--- config.mk ---
export PLATFORM = sky130hd
export DESIGN_NAME = esf_ctrl
export DESIGN_NICKNAME = d
export VERILOG_FILES = /design/src/sv/esf_pkg.sv /design/src/sv/esf_ctrl.sv
export SDC_FILE = /design/constraint.sdc
export NUM_CORES = 1
export LEC_CHECK = 0
export BUFFER_PORTS_ARGS = -buffer_cell sky130_fd_sc_hd__buf_2
export CORE_MARGIN = 1
export CORE_UTILIZATION = 52
export DETAILED_ROUTE_END_ITERATION = 6
export PLACE_DENSITY = 0.82
export SYNTH_ARGS = -nofsm -noshare
export SYNTH_HDL_FRONTEND = slang
export SYNTH_SLANG_ARGS = --single-unit
--- constraint.sdc ---
create_clock -name clk_i -period 4.2 [get_ports clk_i]
set_clock_uncertainty 0.1 [all_clocks]
set_input_delay 0.84 -clock clk_i [delete_from_list [all_inputs] [get_ports clk_i]]
set_output_delay 0.84 -clock clk_i [all_outputs]
set_load 0.005 [all_outputs]
--- src/sv/esf_pkg.sv ---
// shared types and constants of the frame echo suppressor
// no dependencies; every other file uses it
package esf_pkg;

  localparam int SampleW  = 16;
  localparam int GainW    = 15;
  localparam int LenW     = 7;
  localparam int EnergyW  = 40;
  localparam int LevelW   = 24;
  localparam int NumW     = 56;  // energy << 16, dividend of the mean
  localparam int RmsW     = 28;  // root of a NumW-bit radicand
  localparam int DivCntW  = 6;
  localparam int SqrtCntW = 5;
  localparam int ProdW    = 32;
  localparam int CfgIdxW  = 2;

  localparam logic [GainW-1:0]  GainReset  = 15'd26214;
  localparam logic [GainW-1:0]  RateReset  = 15'd328;
  localparam logic [GainW-1:0]  QuietScale = 15'd3277;
  localparam logic [GainW-1:0]  SpeechGain = 15'd9830;
  localparam logic [LevelW-1:0] LevelReset = 24'd256000;
  localparam logic [RmsW-1:0]   RmsActive  = 28'd25600;

  typedef enum logic [CfgIdxW-1:0] {
    CFG_GAIN = 2'd0,
    CFG_RATE = 2'd1
  } cfg_reg_e;

  // commands from controller to datapath
  typedef struct packed {
    logic in_ready;
    logic div_run;
    logic sqrt_load;
    logic sqrt_run;
    logic lvl_mul;
    logic lvl_upd;
    logic cap_decide;
    logic emit_rd;
    logic emit_mul;
    logic emit_fin;
    logic out_valid;
    logic emit_next;
    logic emit_done;
  } esf_cmd_t;

  // status from datapath to controller
  typedef struct packed {
    logic beat_end;
    logic beat_cap;
    logic echo_empty;
    logic div_done;
    logic sqrt_done;
    logic src_cap;
    logic emit_last;
    logic out_taken;
  } esf_sts_t;

endpackage

--- src/sv/esf_ctrl.sv ---
// controller state machine of the frame echo suppressor
// depends on esf_pkg for the command and status structs
module esf_ctrl (
  input  logic              clk_i,
  input  logic              rst_ni,
  input  esf_pkg::esf_sts_t sts_i,
  output esf_pkg::esf_cmd_t cmd_o
);
  import esf_pkg::*;

  typedef enum logic [8:0] {
    S_IDLE     = 9'b000000001,
    S_DIV      = 9'b000000010,
    S_SQRT     = 9'b000000100,
    S_LVL_MUL  = 9'b000001000,
    S_LVL_UPD  = 9'b000010000,
    S_EMIT_RD  = 9'b000100000,
    S_EMIT_MUL = 9'b001000000,
    S_EMIT_FIN = 9'b010000000,
    S_EMIT_OUT = 9'b100000000
  } state_e;

  state_e   state_q, state_d;
  esf_cmd_t cmd;

  // next state and commands
  always_comb begin
    state_d = state_q;
    cmd     = '0;
    unique case (state_q)
      S_IDLE: begin
        cmd.in_ready = 1'b1;
        if (sts_i.beat_end) begin
          if (sts_i.beat_cap && sts_i.echo_empty) state_d = S_EMIT_RD;
          else                                    state_d = S_DIV;
        end
      end
      S_DIV: begin
        if (sts_i.div_done) begin
          cmd.sqrt_load = 1'b1;
          state_d       = S_SQRT;
        end else begin
          cmd.div_run = 1'b1;
        end
      end
      S_SQRT: begin
        if (sts_i.sqrt_done) begin
          if (sts_i.src_cap) begin
            cmd.cap_decide = 1'b1;
            state_d        = S_EMIT_RD;
          end else begin
            state_d = S_LVL_MUL;
          end
        end else begin
          cmd.sqrt_run = 1'b1;
        end
      end
      S_LVL_MUL: begin
        cmd.lvl_mul = 1'b1;
        state_d     = S_LVL_UPD;
      end
      S_LVL_UPD: begin
        cmd.lvl_upd = 1'b1;
        state_d     = S_IDLE;
      end
      S_EMIT_RD: begin
        cmd.emit_rd = 1'b1;
        state_d     = S_EMIT_MUL;
      end
      S_EMIT_MUL: begin
        cmd.emit_mul = 1'b1;
        state_d      = S_EMIT_FIN;
      end
      S_EMIT_FIN: begin
        cmd.emit_fin = 1'b1;
        state_d      = S_EMIT_OUT;
      end
      S_EMIT_OUT: begin
        cmd.out_valid = 1'b1;
        if (sts_i.out_taken) begin
          if (sts_i.emit_last) begin
            cmd.emit_done = 1'b1;
            state_d       = S_IDLE;
          end else begin
            cmd.emit_next = 1'b1;
            state_d       = S_EMIT_RD;
          end
        end
      end
      default: state_d = S_IDLE;
    endcase
  end

  // state register
  always_ff @(posedge clk_i or negedge rst_ni) begin
    if (!rst_ni) state_q <= S_IDLE;
    else         state_q <= state_d;
  end

  assign cmd_o = cmd;

endmodule

After elaboration in Yosys (flattened, before gate mapping)
Cells that the tools add are included.

Div/mod/pow operators: 0. $mul: 0. $add $sub $neg: 0. Multiplexer cells: 26. Reduce and logical (&&, ||, !) cells: 2. Magnitude comparators: 0. Bitwise operators: 0. Shift operators: 0. Equal/unequal tests: 13.

Operators by type and width (count): $pmux W9 S8 (1); $mux W9 (4); $mux W6 (3); $mux W1 (15); $eq A9 B1 Y1 const B (1); $eq A9 B2 Y1 const B (1); $eq A9 B3 Y1 const B (1); $eq A9 B4 Y1 const B (1); $eq A9 B5 Y1 const B (1); $eq A9 B6 Y1 const B (1); $eq A9 B7 Y1 const B (1); $eq A9 B8 Y1 const B (1); $eq A9 B9 Y1 const B (1); $ne A2 B2 Y1 const B (4); $mux W2 (2); $reduce_and A4 Y1 (1); $mux W3 (1); $logic_and A1 B1 Y1 (1).

Register bits: 9. Memory bits (read-only): 0. Latch bits: 0. Bits in writable memories: 0. Bits of input ports: 10. Memories kept: 0. Output and inout bits: 13.

Longest topological paths before layout
Depth in word-level cells: 4. Mapped depth: 6.

Worst setup path after synthesis
No wires, ideal clock.

Path kind: register to output. From: reg state_q[7]. To: out cmd_o[6] (netlist bit). Path slack: 1.908 ns. Cell stages (with the launch flop): 6. Path buffers: 1. Arrival: 1.352 ns. Cell sequence: dfrtp_1 > buf_6 > or3_1 > nor2_1 > and4b_1 > and3_1.

RTL lines: start: declaration (RTL line esf_ctrl.sv:23) `state_e state_q, state_d;`; start signal: assignment (RTL line esf_ctrl.sv:97) `else state_q <= state_d;`; end: declaration (RTL line esf_ctrl.sv:7) `output esf_pkg::esf_cmd_t cmd_o`.

==> out/results.ini <==
[floorplanning]
num_rows=12
die-width_um=38.9
die-area_um2=1510
start_util_pct=59.7
core_area_um2=1190
die_height_um=38.9
top_level_ports=23

[placement]
dp_slack_ns=1.62
globalplace.congestion=0.866
dp_hpwl_um=1340
port_buffers=22

[synthesis]
syn_inst=90
synth_enable_flop_cells=0
syn-mean-instance-area_um2=7.87
synth.ff_latch_count=9
synth_warnings=0
synth_flop_cell=sky130_fd_sc_hd__dfrtp_1
post_synth_num_cell_types=36
sequential_fraction_of_the_synthesis_area_pct=32.0
postSynthNetCount=100
ys_async_sr_fraction_pct=100
synth_area_leader_cell=sky130_fd_sc_hd__dfrtp_1
synthesis.area_um2=708
netlist_top_cells_area=sky130_fd_sc_hd__dfrtp_1 (28%), sky130_fd_sc_hd__nor2_1 (8.5%), sky130_fd_sc_hd__and3_1 (7.1%)
yosys.area.top_type_share_pct=28.3

[global_route]
grt_first_pass_wirelength_um=2570
globalRoute.totalOverflow=0
maximum_number_of_pins_on_one_net_before_global_route_repair=15
track_usage_pct=25.8
first_global_vias=611
antenna_found_initial=0

[clock_network]
cts.repair.resized=0
postCtsHoldBufs=0
numCtsBuffers=3
clk_latency_ns=0.26
cts_buffer_depth=2
path_clk_slew_ns=0.07
cts_setup_buffers=0
cts_tree=built
htreeDepth=1
clock-sinks=9
root_buffer=sky130_fd_sc_hd__clkbuf_4

[worst_setup_path]
cp.arrival_ns=1.97
r2r-start=state_q[8]
endpoint_kind=primary output
critical_path_class=register to primary output
worst_setup_startpoint=state_q[1]
critical_path.max_fanout=7
worst_setup_path_start_kind=register
critPathRequiredTime_ns=3.26

[route]
dr_total_vias=741
drtIter0Drc=8
ant_nets_after_route=0
route.detailed.vias_per_inst=5.93
drt-total-wl_um=1770
drt-wirelength-per-cell_um=14.1
drt_pass1_iterations=4
drc=0

[pwr]
power_per_cell_area_nw_per_um2=541
p_leak_nw=0.437
switching_share_pct=44.8
power_frac_clock_pct=15.9
power.share.sequential_pct=31.9
vdd_drop_max_v=0.000420
power_switching_mw=0.202
internal_power_mw=0.249
combinationalPowerShare_pct=52.2

[sta]
setup_repair_after_global_routing_missed_its_margin=false
finalWorstPathRequiredPeriod_ns=2.91
clock.fmax_ghz=0.344
hold_violations_final=0
timing.final.max_slew_violations=0
timing.final.ws_setup_ns=1.29
tightest_slew_ns=0.602
final_total_negative_setup_slack_ns=0
layout_worst_path_cycle_share_pct=69.2
finalSetupViolCount=0
slew_headroom_pct=59.6

[finish]
antenna_cells_inserted=0
nets=122
synthToLayoutAreaGrowth_pct=17.5
registers.top_by_ff_count=state_q
largest_register_ffs=9
drive_above_1_share_pct=28.8
largest_registers=state_q (9)
postLayoutCoreUtil_pct=70.1

[run_status]
status=finished, final reports clean

[min_path]
path_type_of_the_worst_min_delay_path=input pin to async pin

[flow_run]
maxcap_violations=0

==> final cells by class <==
class,instances,area [um^2]
multi-input combinational,72,437
fill,98,354
sequential,9,226
timing repair buffer,22,110
clock buffer,4,26.3
tap,14,17.5
inverter,4,15.0
==> logic make-up (layout without fill, tap and decap cells) <==
group | Yosys count | count (layout) | synth area share [%]
AND/OR/NAND/NOR | 53 | 53 | 40.3
AO/OA/AOI/OAI | 16 | 16 | 17.0
flip-flops | 9 | 9 | 32.0
buffers and inverters | 9 | 30 | 6.36
adder cells (fa/ha/maj) | 1 | 1 | 1.59
XOR/XNOR | 1 | 1 | 1.24
multiplexers | 1 | 1 | 1.59
==> through the flow <==
step	hold WS, ns	std cells	instance area, um^2	total power [mW]
floorplan	0.401	90	708	0.320
global placement	0.420	121	806	0.371
detailed placement	0.428	121	806	0.376
CTS	0.322	125	832	0.446
global route	0.334	125	832	0.480
finish	0.313	125	832	0.450
==> cells in the final DEF, fill, tap and decap left out, drive strengths merged, types with 2 or more instances in the layout <==
cell type  instances
nand3              3
a21oi              4
nand2              6
or3                2
nor3               5
buf               22
o21ai              3
dfrtp              8
o211ai             2
inv                4
nor2              16
nor2b              2
and3               8
clkbuf             4
nor3b              3
==> synthesized netlist by cell type, drive strengths merged (3+ instances only) <==
library cell  number
a21oi              4
and3               8
clkbuf             3
dfrtp              8
inv                4
nand2              6
nand3              3
nor2              16
nor3               5
nor3b              3
o21ai              3
==> critical path, stage by stage (launching register included) <==
cell	delay [ns]
sky130_fd_sc_hd__dfrtp_1	0.44
sky130_fd_sc_hd__nor3_1	0.53
sky130_fd_sc_hd__nand3_1	0.17
sky130_fd_sc_hd__nor2_1	0.27
sky130_fd_sc_hd__and3_1	0.19
sky130_fd_sc_hd__buf_2	0.11
==> power by group through the flow <==
stage                     Sequential [mW]  Clock (mW)  Combinational (mW)
after detailed placement            0.144           0               0.233
after global placement              0.143           0               0.228
after global routing                0.146      0.0741               0.260
final                               0.144      0.0714               0.235
after CTS                           0.142      0.0703               0.234
after floorplan                     0.127           0               0.194
==> routing by layer <==
layer	routed length, um	GRT usage [%]
met3	81	3.47
met2	840	41.3
met4	11	12.9
met1	834	33.3
met5	0	0
==> final timing paths <==
kind	end	slack, ns	cells past startpoint
worst max-delay path	cmd_o[0]	1.29	5
worst min-delay path	state_q[2]	0.31	1
worst max register to register	state_q[0]	2.18	5
worst min register to register	state_q[0]	0.44	2
max in group asynchronous	state_q[0]	3.44	1
min in group clk_i	state_q[0]	0.44	2
Note: power is estimated with default switching activity, not from simulation.
